$ cat config.mk
export PLATFORM = sky130hd
export DESIGN_NAME = terminal_escape_sequence_parser
export DESIGN_NICKNAME = d
export VERILOG_FILES = /design/src/rtl/tesp_pkg.sv /design/src/rtl/tesp_ctrl.sv /design/src/rtl/tesp_datapath.sv /design/src/rtl/terminal_escape_sequence_parser.sv
export VERILOG_INCLUDE_DIRS = /design/src /design/src/rtl
export SDC_FILE = /design/constraint.sdc
export NUM_CORES = 1
export LEC_CHECK = 0
export BUFFER_PORTS_ARGS = -buffer_cell sky130_fd_sc_hd__buf_2
export CELL_PAD_IN_SITES_DETAIL_PLACEMENT = 1
export CELL_PAD_IN_SITES_GLOBAL_PLACEMENT = 2
export CORE_MARGIN = 2
export CORE_UTILIZATION = 30
export CTS_CLUSTER_DIAMETER = 40
export DETAILED_ROUTE_END_ITERATION = 8
export PLACE_DENSITY = 0.63
export RECOVER_POWER = 25
export SLEW_MARGIN = 15
export SYNTH_ARGS = -nofsm -noshare
export SYNTH_HDL_FRONTEND = slang
export SYNTH_SLANG_ARGS = --single-unit
$ cat constraint.sdc
create_clock -name i_clk -period 9 [get_ports i_clk]
set_input_delay 2.7 -clock i_clk [delete_from_list [all_inputs] [get_ports i_clk]]
set_output_delay 2.7 -clock i_clk [all_outputs]
set_load 0.005 [all_outputs]
$ cat src/rtl/terminal_escape_sequence_parser_assert.svh
// assertion macros shared by the parser modules
`ifndef TERMINAL_ESCAPE_SEQUENCE_PARSER_ASSERT_SVH
`define TERMINAL_ESCAPE_SEQUENCE_PARSER_ASSERT_SVH

// condition must hold on every clock outside reset
`define TESP_ASSERT_ALWAYS(lbl, clk, rst_n, cond, msg) \
    lbl: assert property (@(posedge clk) disable iff (!rst_n) (cond)) else $error(msg);

// consequent must hold in the same cycle as the antecedent
`define TESP_ASSERT_IMPL(lbl, clk, rst_n, ante, cons, msg) \
    lbl: assert property (@(posedge clk) disable iff (!rst_n) (ante) |-> (cons)) \
        else $error(msg);

// consequent must hold in the cycle after the antecedent
`define TESP_ASSERT_NEXT(lbl, clk, rst_n, ante, cons, msg) \
    lbl: assert property (@(posedge clk) disable iff (!rst_n) (ante) |=> (cons)) \
        else $error(msg);

`endif

$ cat src/rtl/tesp_pkg.sv
// types, byte codes and byte classification for the escape sequence parser
package tesp_pkg;

    localparam int BYTE_W     = 8;
    localparam int VALUE_W    = 16;
    localparam int INDEX_W    = 4;
    localparam int COUNT_W    = 5;
    localparam int ICOUNT_W   = 2;
    localparam int KIND_W     = 3;
    localparam int OUT_DATA_W = 56;

    localparam logic [7:0] BYTE_BEL      = 8'h07;
    localparam logic [7:0] BYTE_ESC      = 8'h1B;
    localparam logic [7:0] BYTE_C0_MAX   = 8'h1F;
    localparam logic [7:0] BYTE_INT_MIN  = 8'h20;
    localparam logic [7:0] BYTE_INT_MAX  = 8'h2F;
    localparam logic [7:0] BYTE_PAR_MIN  = 8'h30;
    localparam logic [7:0] BYTE_PAR_MAX  = 8'h3F;
    localparam logic [7:0] BYTE_SEP      = 8'h3B;
    localparam logic [7:0] BYTE_FIN_MIN  = 8'h40;
    localparam logic [7:0] BYTE_FIN_MAX  = 8'h7E;
    localparam logic [7:0] BYTE_DEL      = 8'h7F;
    localparam logic [7:0] BYTE_ST       = 8'h9C;
    localparam logic [7:0] BYTE_CSI_OPEN = 8'h5B;
    localparam logic [7:0] BYTE_OSC_OPEN = 8'h5D;
    localparam logic [7:0] BYTE_DCS_OPEN = 8'h50;
    localparam logic [7:0] BYTE_SOS_OPEN = 8'h58;
    localparam logic [7:0] BYTE_PM_OPEN  = 8'h5E;
    localparam logic [7:0] BYTE_APC_OPEN = 8'h5F;

    typedef enum logic [2:0] {
        KIND_PRINT,
        KIND_CONTROL,
        KIND_ESC_FINAL,
        KIND_CSI_PARAM,
        KIND_OSC_BYTE,
        KIND_OSC_END,
        KIND_DCS_BYTE,
        KIND_DCS_END
    } t_kind;

    typedef enum logic [3:0] {
        ST_GROUND,
        ST_ESCAPE,
        ST_CSI_ENTRY,
        ST_CSI_PARAM,
        ST_CSI_INTER,
        ST_OSC,
        ST_SOS,
        ST_DCS_ENTRY,
        ST_DCS_PARAM,
        ST_DCS_INTER,
        ST_DCS_PASS,
        ST_DRAIN_RD,
        ST_DRAIN_OUT,
        ST_DRAIN_LAST
    } t_state;

    typedef enum logic [2:0] {
        SRC_BYTE,
        SRC_CSI_EMPTY,
        SRC_CSI_ACC,
        SRC_DRAIN_MEM,
        SRC_DRAIN_ACC
    } t_src;

    typedef struct packed {
        logic esc;
        logic c0;
        logic del;
        logic param;
        logic sep;
        logic inter;
        logic fin;
        logic str_end;
        logic csi_open;
        logic osc_open;
        logic dcs_open;
        logic sos_open;
    } t_cls;

    typedef struct packed {
        t_cls cls;
        logic out_free;
        logic used_zero;
        logic used_one;
        logic drain_next_last;
    } t_sts;

    typedef struct packed {
        logic  in_ready;
        logic  emit;
        t_kind kind;
        t_src  src;
        logic  csi_start;
        logic  param_digit;
        logic  param_sep;
        logic  inter_collect;
        logic  drain_start;
        logic  drain_step;
    } t_cmd;

    function automatic t_cls classify(input logic [7:0] b);
        t_cls c;
        c.esc      = (b == BYTE_ESC);
        c.c0       = (b <= BYTE_C0_MAX);
        c.del      = (b == BYTE_DEL);
        c.param    = (b >= BYTE_PAR_MIN) && (b <= BYTE_PAR_MAX);
        c.sep      = (b == BYTE_SEP);
        c.inter    = (b >= BYTE_INT_MIN) && (b <= BYTE_INT_MAX);
        c.fin      = (b >= BYTE_FIN_MIN) && (b <= BYTE_FIN_MAX);
        c.str_end  = (b == BYTE_BEL) || (b == BYTE_ST);
        c.csi_open = (b == BYTE_CSI_OPEN);
        c.osc_open = (b == BYTE_OSC_OPEN);
        c.dcs_open = (b == BYTE_DCS_OPEN);
        c.sos_open = (b == BYTE_SOS_OPEN) || (b == BYTE_PM_OPEN) || (b == BYTE_APC_OPEN);
        return c;
    endfunction

endpackage

$ cat src/rtl/tesp_ctrl.sv
// parser mode and drain sequencer for the escape sequence parser
`include "terminal_escape_sequence_parser_assert.svh"

module tesp_ctrl
    import tesp_pkg::*;
(
    input  logic i_clk,
    input  logic i_rst_n,
    input  logic i_in_valid,
    input  t_sts i_sts,
    output t_cmd o_cmd
);

    t_state r_state;
    t_state n_state;
    t_state w_pass_state;
    logic   w_take;

    assign w_take = i_in_valid && i_sts.out_free;

    // where a dcs string goes on a byte that is passed through
    always_comb begin
        if (i_sts.cls.str_end) begin
            w_pass_state = ST_GROUND;
        end else if (i_sts.cls.esc) begin
            w_pass_state = ST_ESCAPE;
        end else begin
            w_pass_state = ST_DCS_PASS;
        end
    end

    always_ff @(posedge i_clk) begin
        if (!i_rst_n) begin
            r_state <= ST_GROUND;
        end else begin
            r_state <= n_state;
        end
    end

    always_comb begin
        n_state = r_state;
        case (r_state)
            ST_GROUND: begin
                if (w_take && i_sts.cls.esc) begin
                    n_state = ST_ESCAPE;
                end
            end
            ST_ESCAPE: begin
                if (w_take) begin
                    if (i_sts.cls.csi_open) begin
                        n_state = ST_CSI_ENTRY;
                    end else if (i_sts.cls.osc_open) begin
                        n_state = ST_OSC;
                    end else if (i_sts.cls.dcs_open) begin
                        n_state = ST_DCS_ENTRY;
                    end else if (i_sts.cls.sos_open) begin
                        n_state = ST_SOS;
                    end else begin
                        n_state = ST_GROUND;
                    end
                end
            end
            ST_CSI_ENTRY, ST_CSI_PARAM, ST_CSI_INTER: begin
                if (w_take) begin
                    if (r_state != ST_CSI_INTER && i_sts.cls.param) begin
                        n_state = ST_CSI_PARAM;
                    end else if (i_sts.cls.inter) begin
                        n_state = ST_CSI_INTER;
                    end else if (i_sts.cls.fin) begin
                        if (i_sts.used_zero || i_sts.used_one) begin
                            n_state = ST_GROUND;
                        end else begin
                            n_state = ST_DRAIN_RD;
                        end
                    end else if (i_sts.cls.esc) begin
                        n_state = ST_ESCAPE;
                    end
                end
            end
            ST_OSC: begin
                if (w_take) begin
                    if (i_sts.cls.str_end) begin
                        n_state = ST_GROUND;
                    end else if (i_sts.cls.esc) begin
                        n_state = ST_ESCAPE;
                    end
                end
            end
            ST_SOS: begin
                if (w_take && i_sts.cls.str_end) begin
                    n_state = ST_GROUND;
                end
            end
            ST_DCS_ENTRY, ST_DCS_PARAM: begin
                if (w_take) begin
                    if (i_sts.cls.param) begin
                        n_state = ST_DCS_PARAM;
                    end else if (i_sts.cls.inter) begin
                        n_state = ST_DCS_INTER;
                    end else begin
                        n_state = w_pass_state;
                    end
                end
            end
            ST_DCS_INTER: begin
                if (w_take && !i_sts.cls.inter) begin
                    n_state = w_pass_state;
                end
            end
            ST_DCS_PASS: begin
                if (w_take) begin
                    n_state = w_pass_state;
                end
            end
            ST_DRAIN_RD: begin
                n_state = ST_DRAIN_OUT;
            end
            ST_DRAIN_OUT: begin
                if (i_sts.out_free) begin
                    n_state = i_sts.drain_next_last ? ST_DRAIN_LAST : ST_DRAIN_RD;
                end
            end
            ST_DRAIN_LAST: begin
                if (i_sts.out_free) begin
                    n_state = ST_GROUND;
                end
            end
            default: begin
                n_state = ST_GROUND;
            end
        endcase
    end

    always_comb begin
        o_cmd          = '0;
        o_cmd.kind     = KIND_PRINT;
        o_cmd.src      = SRC_BYTE;
        o_cmd.in_ready = i_sts.out_free;
        case (r_state)
            ST_GROUND: begin
                if (w_take && !i_sts.cls.esc) begin
                    o_cmd.emit = 1'b1;
                    o_cmd.kind = (i_sts.cls.c0 || i_sts.cls.del) ? KIND_CONTROL : KIND_PRINT;
                end
            end
            ST_ESCAPE: begin
                if (w_take) begin
                    if (i_sts.cls.csi_open) begin
                        o_cmd.csi_start = 1'b1;
                    end else if (!i_sts.cls.osc_open && !i_sts.cls.dcs_open
                                 && !i_sts.cls.sos_open) begin
                        o_cmd.emit = 1'b1;
                        o_cmd.kind = KIND_ESC_FINAL;
                    end
                end
            end
            ST_CSI_ENTRY, ST_CSI_PARAM, ST_CSI_INTER: begin
                if (w_take) begin
                    if (r_state != ST_CSI_INTER && i_sts.cls.param) begin
                        o_cmd.param_sep   = i_sts.cls.sep;
                        o_cmd.param_digit = !i_sts.cls.sep;
                    end else if (i_sts.cls.inter) begin
                        o_cmd.inter_collect = 1'b1;
                    end else if (i_sts.cls.fin) begin
                        o_cmd.kind = KIND_CSI_PARAM;
                        if (i_sts.used_zero) begin
                            o_cmd.emit = 1'b1;
                            o_cmd.src  = SRC_CSI_EMPTY;
                        end else if (i_sts.used_one) begin
                            o_cmd.emit = 1'b1;
                            o_cmd.src  = SRC_CSI_ACC;
                        end else begin
                            o_cmd.drain_start = 1'b1;
                        end
                    end else if (!i_sts.cls.esc && i_sts.cls.c0) begin
                        o_cmd.emit = 1'b1;
                        o_cmd.kind = KIND_CONTROL;
                    end
                end
            end
            ST_OSC: begin
                if (w_take && !i_sts.cls.esc) begin
                    o_cmd.emit = 1'b1;
                    o_cmd.kind = i_sts.cls.str_end ? KIND_OSC_END : KIND_OSC_BYTE;
                end
            end
            ST_SOS: begin
                o_cmd.emit = 1'b0;
            end
            ST_DCS_ENTRY, ST_DCS_PARAM, ST_DCS_INTER, ST_DCS_PASS: begin
                if (w_take) begin
                    if ((r_state == ST_DCS_ENTRY || r_state == ST_DCS_PARAM)
                        && i_sts.cls.param) begin
                        o_cmd.emit = 1'b1;
                        o_cmd.kind = KIND_DCS_BYTE;
                    end else if (r_state != ST_DCS_PASS && i_sts.cls.inter) begin
                        o_cmd.inter_collect = 1'b1;
                    end else if (i_sts.cls.str_end) begin
                        o_cmd.emit = 1'b1;
                        o_cmd.kind = KIND_DCS_END;
                    end else if (!i_sts.cls.esc) begin
                        o_cmd.emit = 1'b1;
                        o_cmd.kind = i_sts.cls.c0 ? KIND_CONTROL : KIND_DCS_BYTE;
                    end
                end
            end
            ST_DRAIN_RD: begin
                o_cmd.in_ready = 1'b0;
            end
            ST_DRAIN_OUT: begin
                o_cmd.in_ready = 1'b0;
                if (i_sts.out_free) begin
                    o_cmd.emit       = 1'b1;
                    o_cmd.kind       = KIND_CSI_PARAM;
                    o_cmd.src        = SRC_DRAIN_MEM;
                    o_cmd.drain_step = 1'b1;
                end
            end
            ST_DRAIN_LAST: begin
                o_cmd.in_ready = 1'b0;
                if (i_sts.out_free) begin
                    o_cmd.emit = 1'b1;
                    o_cmd.kind = KIND_CSI_PARAM;
                    o_cmd.src  = SRC_DRAIN_ACC;
                end
            end
            default: begin
                o_cmd.in_ready = 1'b0;
            end
        endcase
    end

    `TESP_ASSERT_IMPL(a_emit_needs_slot, i_clk, i_rst_n, o_cmd.emit, i_sts.out_free,
        "result issued while the output register is still full")
    `TESP_ASSERT_IMPL(a_drain_has_params, i_clk, i_rst_n,
        r_state == ST_DRAIN_OUT || r_state == ST_DRAIN_RD,
        !i_sts.used_zero && !i_sts.used_one, "drain running with fewer than two params")
    `TESP_ASSERT_NEXT(a_drain_start_seq, i_clk, i_rst_n, o_cmd.drain_start,
        r_state == ST_DRAIN_RD, "drain start did not enter the read step")

endmodule

$ cat src/rtl/tesp_datapath.sv
// parameter accumulator, parameter memory, intermediate store and output register
`include "terminal_escape_sequence_parser_assert.svh"

module tesp_datapath
    import tesp_pkg::*;
#(
    parameter int MAX_PARAMS        = 16,
    parameter int MAX_INTERMEDIATES = 2
) (
    input  logic                  i_clk,
    input  logic                  i_rst_n,
    input  logic [BYTE_W-1:0]     i_in_byte,
    input  logic                  i_out_ready,
    input  t_cmd                  i_cmd,
    output t_sts                  o_sts,
    output logic                  o_out_valid,
    output logic [OUT_DATA_W-1:0] o_out_data,
    output logic [KIND_W-1:0]     o_out_kind,
    output logic                  o_out_last
);

    localparam int UW          = $clog2(MAX_PARAMS + 1);
    localparam int IW          = (MAX_PARAMS > 1) ? $clog2(MAX_PARAMS) : 1;
    localparam int IUW         = $clog2(MAX_INTERMEDIATES + 1);
    localparam int INTER_DEPTH = (MAX_INTERMEDIATES < 2) ? 2 : MAX_INTERMEDIATES;
    localparam int IIW         = $clog2(INTER_DEPTH);
    localparam int PROD_W      = VALUE_W + 4;
    localparam int PAD_W       = OUT_DATA_W - 2 * BYTE_W - INDEX_W - COUNT_W - VALUE_W
                                 - ICOUNT_W - BYTE_W;

    logic [VALUE_W-1:0] r_mem [MAX_PARAMS];
    logic [VALUE_W-1:0] r_rd_data;
    logic [VALUE_W-1:0] r_acc;
    logic [UW-1:0]      r_used;
    logic               r_drop;
    logic [UW-1:0]      r_k;
    logic [BYTE_W-1:0]  r_final;
    logic [BYTE_W-1:0]  r_inter [INTER_DEPTH];
    logic [IUW-1:0]     r_iused;

    logic                  r_out_valid;
    logic [OUT_DATA_W-1:0] r_out_data;
    logic [KIND_W-1:0]     r_out_kind;
    logic                  r_out_last;

    logic               w_used_zero;
    logic [UW-1:0]      w_used_m1;
    logic [UW-1:0]      w_eff;
    logic [UW-1:0]      w_eff_m1;
    logic               w_room;
    logic [VALUE_W-1:0] w_commit;
    logic [VALUE_W-1:0] w_base;
    logic [PROD_W-1:0]  w_prod;
    logic [VALUE_W-1:0] w_sat;
    logic               w_out_free;

    logic [BYTE_W-1:0]   w_byte;
    logic [INDEX_W-1:0]  w_idx;
    logic [COUNT_W-1:0]  w_cnt;
    logic [VALUE_W-1:0]  w_val;
    logic [ICOUNT_W-1:0] w_icnt;
    logic [BYTE_W-1:0]   w_i1;
    logic [BYTE_W-1:0]   w_i2;
    logic                w_last;

    assign w_used_zero = (r_used == '0);
    assign w_used_m1   = r_used - UW'(1);
    // a separator on an empty list first opens parameter zero
    assign w_eff       = w_used_zero ? UW'(1) : r_used;
    assign w_eff_m1    = w_eff - UW'(1);
    assign w_room      = (w_eff < UW'(MAX_PARAMS));
    assign w_commit    = w_used_zero ? '0 : r_acc;
    assign w_base      = w_used_zero ? '0 : r_acc;

    // value * 10 + digit, digit is the low nibble of 0x30..0x3F
    assign w_prod = {1'b0, w_base, 3'b000} + {3'b000, w_base, 1'b0}
                  + {{(PROD_W - 4){1'b0}}, i_in_byte[3:0]};
    assign w_sat  = (w_prod[PROD_W-1:VALUE_W] != '0) ? {VALUE_W{1'b1}} : w_prod[VALUE_W-1:0];

    assign w_out_free = !r_out_valid || i_out_ready;

    always_comb begin
        o_sts.cls             = classify(i_in_byte);
        o_sts.out_free        = w_out_free;
        o_sts.used_zero       = w_used_zero;
        o_sts.used_one        = (r_used == UW'(1));
        o_sts.drain_next_last = ({1'b0, r_k} + (UW + 1)'(2)) == {1'b0, r_used};
    end

    always_ff @(posedge i_clk) begin
        if (!i_rst_n) begin
            r_used  <= '0;
            r_drop  <= 1'b0;
            r_iused <= '0;
        end else begin
            if (i_cmd.csi_start) begin
                r_used  <= '0;
                r_drop  <= 1'b0;
                r_iused <= '0;
            end else begin
                if (i_cmd.param_sep) begin
                    if (w_room) begin
                        r_used <= w_eff + UW'(1);
                    end else begin
                        r_used <= w_eff;
                        r_drop <= 1'b1;
                    end
                end else if (i_cmd.param_digit && w_used_zero) begin
                    r_used <= UW'(1);
                end
                if (i_cmd.inter_collect && (r_iused < IUW'(MAX_INTERMEDIATES))) begin
                    r_iused <= r_iused + IUW'(1);
                end
            end
        end
    end

    always_ff @(posedge i_clk) begin
        if (i_cmd.param_sep) begin
            if (w_room) begin
                r_mem[w_eff_m1[IW-1:0]] <= w_commit;
                r_acc <= '0;
            end else begin
                r_acc <= w_commit;
            end
        end else if (i_cmd.param_digit && (w_used_zero || !r_drop)) begin
            r_acc <= w_sat;
        end
        r_rd_data <= r_mem[r_k[IW-1:0]];
    end

    always_ff @(posedge i_clk) begin
        if (i_cmd.inter_collect && (r_iused < IUW'(MAX_INTERMEDIATES))) begin
            r_inter[r_iused[IIW-1:0]] <= i_in_byte;
        end
        if (i_cmd.drain_start) begin
            r_final <= i_in_byte;
            r_k     <= '0;
        end else if (i_cmd.drain_step) begin
            r_k <= r_k + UW'(1);
        end
    end

    // result record assembly
    always_comb begin
        w_byte = i_in_byte;
        w_idx  = '0;
        w_cnt  = '0;
        w_val  = '0;
        w_icnt = '0;
        w_i1   = '0;
        w_i2   = '0;
        w_last = 1'b1;
        if (i_cmd.src != SRC_BYTE) begin
            w_icnt = ICOUNT_W'(r_iused);
            w_i1   = (32'(r_iused) >= 32'd1) ? r_inter[0] : '0;
            w_i2   = (32'(r_iused) >= 32'd2) ? r_inter[1] : '0;
        end
        case (i_cmd.src)
            SRC_BYTE, SRC_CSI_EMPTY: begin
                w_last = 1'b1;
            end
            SRC_CSI_ACC: begin
                w_idx = INDEX_W'(w_used_m1);
                w_cnt = COUNT_W'(r_used);
                w_val = r_acc;
            end
            SRC_DRAIN_MEM: begin
                w_byte = r_final;
                w_idx  = INDEX_W'(r_k);
                w_cnt  = COUNT_W'(r_used);
                w_val  = r_rd_data;
                w_last = 1'b0;
            end
            SRC_DRAIN_ACC: begin
                w_byte = r_final;
                w_idx  = INDEX_W'(w_used_m1);
                w_cnt  = COUNT_W'(r_used);
                w_val  = r_acc;
            end
            default: begin
                w_last = 1'b1;
            end
        endcase
    end

    always_ff @(posedge i_clk) begin
        if (!i_rst_n) begin
            r_out_valid <= 1'b0;
        end else if (i_cmd.emit) begin
            r_out_valid <= 1'b1;
        end else if (i_out_ready) begin
            r_out_valid <= 1'b0;
        end
    end

    always_ff @(posedge i_clk) begin
        if (i_cmd.emit) begin
            r_out_kind <= i_cmd.kind;
            r_out_last <= w_last;
            r_out_data <= {{PAD_W{1'b0}}, w_i2, w_i1, w_icnt, w_val, w_cnt, w_idx, w_byte};
        end
    end

    assign o_out_valid = r_out_valid;
    assign o_out_data  = r_out_data;
    assign o_out_kind  = r_out_kind;
    assign o_out_last  = r_out_last;

    `TESP_ASSERT_IMPL(a_drop_only_when_full, i_clk, i_rst_n, r_drop,
        r_used == UW'(MAX_PARAMS), "parameter drop set before the list is full")
    `TESP_ASSERT_ALWAYS(a_inter_bound, i_clk, i_rst_n,
        r_iused <= IUW'(MAX_INTERMEDIATES), "intermediate count past its limit")
    `TESP_ASSERT_NEXT(a_csi_clears, i_clk, i_rst_n, i_cmd.csi_start,
        r_used == '0 && r_iused == '0 && !r_drop, "csi entry left stale collection state")

endmodule

$ cat src/rtl/terminal_escape_sequence_parser.sv
// top level of the vt500 style terminal escape sequence parser
// Usage:
//   s_axis carries one received terminal byte per transfer in tdata[7:0].
//   m_axis carries event records: tuser[2:0] is the event kind, tlast marks
//   the final record caused by one input byte.
//   A byte that causes one event or none is taken without holding off the input; its record
//   appears on m_axis in the cycle after the transfer, from an output register.
//   s_axis_tready stays high while that register is empty or being drained,
//   so ordinary bytes stream at one per cycle.
//   A CSI final byte with n >= 2 parameters drains n records: each of the
//   first n-1 comes from the parameter memory through a registered read
//   (ST_DRAIN_RD, then ST_DRAIN_OUT), the last from the accumulator, and
//   the input is held off until the last record has been issued.
//   When m_axis_tready is low the output register holds its record and
//   s_axis_tready drops; nothing is lost or repeated.
//   Reset (i_rst_n low, synchronous) returns the parser to ground mode and
//   empties the output register; stored parameters need no clearing.
module terminal_escape_sequence_parser
    import tesp_pkg::*;
#(
    parameter int MAX_PARAMS        = 16,
    parameter int MAX_INTERMEDIATES = 2
) (
    input  logic                  i_clk,
    input  logic                  i_rst_n,
    input  logic                  s_axis_tvalid,
    output logic                  s_axis_tready,
    // [7:0] in_byte
    input  logic [7:0]            s_axis_tdata,
    output logic                  m_axis_tvalid,
    input  logic                  m_axis_tready,
    // [7:0] byte_value, [11:8] param_index, [16:12] param_count,
    // [32:17] param_value, [34:33] inter_count, [42:35] inter_first,
    // [50:43] inter_second, [55:51] zero
    output logic [OUT_DATA_W-1:0] m_axis_tdata,
    // [2:0] event_kind
    output logic [KIND_W-1:0]     m_axis_tuser,
    output logic                  m_axis_tlast
);

    t_cmd w_cmd;
    t_sts w_sts;

    tesp_ctrl u_ctrl (
        .i_clk      (i_clk),
        .i_rst_n    (i_rst_n),
        .i_in_valid (s_axis_tvalid),
        .i_sts      (w_sts),
        .o_cmd      (w_cmd)
    );

    tesp_datapath #(
        .MAX_PARAMS        (MAX_PARAMS),
        .MAX_INTERMEDIATES (MAX_INTERMEDIATES)
    ) u_datapath (
        .i_clk       (i_clk),
        .i_rst_n     (i_rst_n),
        .i_in_byte   (s_axis_tdata),
        .i_out_ready (m_axis_tready),
        .i_cmd       (w_cmd),
        .o_sts       (w_sts),
        .o_out_valid (m_axis_tvalid),
        .o_out_data  (m_axis_tdata),
        .o_out_kind  (m_axis_tuser),
        .o_out_last  (m_axis_tlast)
    );

    assign s_axis_tready = w_cmd.in_ready;

endmodule
==> summary.txt <==
Pwr
  • Worst IR drop on VDD: 0.218 mV
  • Pwr/cell area: 221 mW/mm^2
  • PnR Total Power: 4400 uW
  • Static Leak: 0.00693 uW

Place
  • Placed insts: 1,807
  • Placed Area: 0.0179 mm^2
  • Gpl congestion: 0.816
  • Final HPWL DP: 30,300 um
  • # port buffers: 68

Setup path
  • Critical path fanouts, max: 24
  • Critical path, cell by cell: inv_1, ha_1, nand2_1, and2_0, ha_1, ha_1, nand3_1, o211ai_1, a21oi_1, nor3b_1, a211oi_2, nor4_4, a31oi_1
  • Arrival @ worst endpoint: 6.40 ns
  • Reg2Reg Depth: 13
  • CP dominant cell by count: ha_1
  • FF-to-FF setup slack: 2.88 ns
  • Max incr delay on CP: 1.24 ns
  • Crit Reg-Reg Startpoint: u_datapath.r_used[0]
  • Crit path required time: 9.28 ns
  • Critical path type: reg -> reg
  • FF-to-FF End: u_datapath.r_acc[6]
  • Crit end category: register
  • Startpoint Class: register
  • Crit-path slowest cell: and2_0

Clock network
  • Post-CTS Hold Buffers: 0
  • Clk pin slew, worst setup/hold paths: 0.06 ns
  • Post-cts sizing count: 0
  • TritonCTS buffer count: 57
  • Clock root buffer: clkbuf_16
  • H-tree lvl count: 2
  • Clk sink count: 385
  • Post-CTS setup buffer count: 0
  • CTS tree: yes
  • Clock buffer depth: 3
  • Clock latency on the worst-skew pair: 0.62 ns

Die
  • Die X: 241 um
  • Core area: 0.0553 mm^2
  • Die Height: 241 um
  • Starting Density: 30.4%
  • DIE AREA: 0.0580 mm^2
  • # rows: 86
  • IO Count: 74

Global route
  • Grt ovf: 0
  • Antenna violations before repair: 1
  • Number of global-route vias before repair: 9,996
  • Overall routing resource usage: 16.2%
  • Global-route wire length before repair: 68,300 um
  • Pin count of the biggest net entering global routing: 58

Synth
  • Leading area contributor after synthesis: edfxtp_1
  • Sequential share of the synthesized area: 66.7%
  • Post-Synthesis Cells: 1,038
  • Syn avg cell area: 16.2 um^2
  • Synth top area share: 62.6%
  • Synth unique cells: 80
  • Top cells by area, synth: edfxtp_1 (63%), mux4_2 (11%), dfxtp_1 (4.0%), ha_1 (3.1%), and2_1 (1.5%)
  • EDFF count, synth: 351
  • Primary FF master, synth: edfxtp_1
  • Async set or reset register ratio after synthesis: 0%
  • Mapped cell area: 0.0168 mm^2
  • Synthesis-stage register bit count: 385
  • Synth Warn #: 0

Detailed routing
  • Via density: 4.99
  • # DRC: 0
  • Final wirelength: 46,000 um
  • Final ANT Viol Nets: 0
  • Avg WL per Cell: 24.1 um
  • Vias post-DR: 9,528
  • Drt pass-1 iters: 5
  • Iteration-0 DRC Markers: 731

Layout
  • Antenna diode count: 0
  • Layout area overhead: 18.4%
  • Final Cell Area: 0.0199 mm^2
  • Post-layout nets: 1,173
  • Layout cells sized above 1: 24.1%
  • Filler cell count in the final layout: 5,682
  • Non-filler cells, final: 1,910

Timing
  • Final Hold Viols: 0
  • RSZ-0062 raised after global routing: false
  • Tmin final: 6.12 ns
  • Worst slew pin tran: 2.81 ns
  • Setup TNS: 0 ns
  • Finish-stage setup viols: 0
  • Slew HR: -87.6%
  • Final critical-path share of the clock period: 68.0%
  • Fmax: 163 MHz
  • Final Skew: 0.0544 ns
  • Slew Viols, Final: 119

Min path
  • Hold Path End: u_datapath.r_drop
  • Hold Path Origin: u_datapath.r_drop
  • Worst hold path type: reg -> reg
  • Hold Crit Depth: 2

Status
  • Violated checks: capacitance limit, slew limit
  • Status: finished with violations

Job
  • Max-Cap Viols: 4
[routing by layer]
| layer | vias to the layer above | track usage, % | share of wire (%) |
|---|---|---|---|
| li1 | 4262 | - | - |
| met5 | - | 0 | 0 |
| met2 | 199 | 27.8 | 51 |
| met3 | 54 | 2.75 | 4.4 |
| met1 | 5013 | 21.1 | 43 |
| met4 | 0 | 4.49 | 2.0 |
[kinds of logic (layout without fill, tap and decap cells)]
| group | Yosys count | after routing | share of synthesized area, % |
|---|---|---|---|
| AO/OA/AOI/OAI | 176 | 176 | 7.37 |
| AND/OR/NAND/NOR | 225 | 225 | 7.28 |
| adder cells (fa/ha/maj) | 43 | 43 | 3.24 |
| flip-flops | 385 | 385 | 66.7 |
| other | 1 | 5 | 0.0223 |
| XOR/XNOR | 36 | 36 | 1.87 |
| buffers and inverters | 83 | 203 | 2.27 |
| multiplexers | 89 | 89 | 11.3 |
[critical path: cells and delay by family (launching register included)]
kind                     cells  cell delay (ns)
flip-flops                   1             0.56
AO/OA/AOI/OAI                4             0.64
buffers and inverters        1             0.21
AND/OR/NAND/NOR              5             3.20
adder cells (fa/ha/maj)      3             1.17
[how the worst max path moves through the flow]
stage / from / end / slack, ns / cells after the start
floorplan: s_axis_tdata[6] / u_datapath.o_out_data[0] / 2.19 / 6
global placement: s_axis_tdata[7] / u_datapath.r_mem[8][12] / 2.89 / 6
detailed placement: s_axis_tdata[7] / u_datapath.r_mem[12][3] / 2.79 / 6
CTS: m_axis_tready / s_axis_tready / 2.93 / 4
global route: u_datapath.r_used[0] / u_datapath.r_acc[9] / 2.43 / 13
finish: u_datapath.r_used[0] / u_datapath.r_acc[6] / 2.88 / 13
[registers in the layout, indices dropped and copies added (netlist names)]
name and count:
u_datapath.r_mem 256, u_datapath.r_drop 1, u_datapath.r_inter 16, u_ctrl.r_state 4
u_datapath.r_k 5, u_datapath.r_rd_data 16, u_datapath.o_out_valid 1, u_datapath.o_out_kind 3
u_datapath.o_out_last 1, u_datapath.r_acc 16, u_datapath.o_out_data 51, u_datapath.r_final 8
u_datapath.r_iused 2, u_datapath.r_used 5
[cell type report]
type,instances,area [um^2],share of cell area [%]
Sequential cell,385,11200,56.3
Multi-Input combinational cell,574,5280,26.5
Clock buffer,62,1480,7.41
Tap cell,748,936,4.70
Clock inverter,41,527,2.64
Timing Repair Buffer,80,409,2.05
Inverter,20,75.1,0.377
[synthesized netlist by cell type (4+ instances only)]
library cell and n:
a31oi_1 17, o21bai_1 4, nand4_1 4, o22a_1 4, a21oi_1 46, o31ai_1 4
xnor2_1 18, a21o_1 8, nor2_1 48, nand2b_1 7, buf_4 8, o21ai_0 23
mux4_2 80, nor2b_1 10, xor2_1 18, a22o_1 17, ha_1 42, dfxtp_1 34
inv_1 19, edfxtp_1 351, o21a_1 5, and3_1 17, nand3_1 11, a32o_1 5
nand2_1 48, buf_1 5, o21ai_1 6, and2_1 40, clkbuf_1 33, nor3_1 10
nor4_1 5, nor3b_1 4, mux2_2 7, buf_2 14, o211ai_1 4
[report_power, final]
group / internal, uW / switching, uW
combinational: 43.2 / 102
sequential: 1970 / 5.21
clock: 1410 / 869
total: 3420 / 976
[through the flow]
| stage | utilization (%) | hold slack (ns) | setup slack (ns) |
|---|---|---|---|
| floorplan | - | 0.437 | 2.19 |
| global placement | 32.4 | 0.479 | 2.89 |
| detailed placement | 32.4 | 0.496 | 2.79 |
| CTS | 36.1 | 0.507 | 2.93 |
| global route | 36.0 | 0.533 | 2.43 |
| finish | 36.0 | 0.502 | 2.88 |
[placed cells by master, fill, tap and decap left out, types with 8 or more instances in the layout]
master and n:
inv_1 19, nor2_1 48, a21o_1 8, and2_0 11
a22o_1 17, xnor2_1 18, mux4_2 80, clkbuf_16 58
nand3_1 11, xor2_1 18, ha_1 42, and2_1 29
nor3_1 9, dfxtp_1 33, clkbuf_1 14, edfxtp_1 351
o21ai_0 23, a31oi_1 16, buf_2 60, and3_1 17
nor2b_1 10, buf_4 9, nand2_1 48, a21oi_1 46
(Power assumes the default switching activity.)
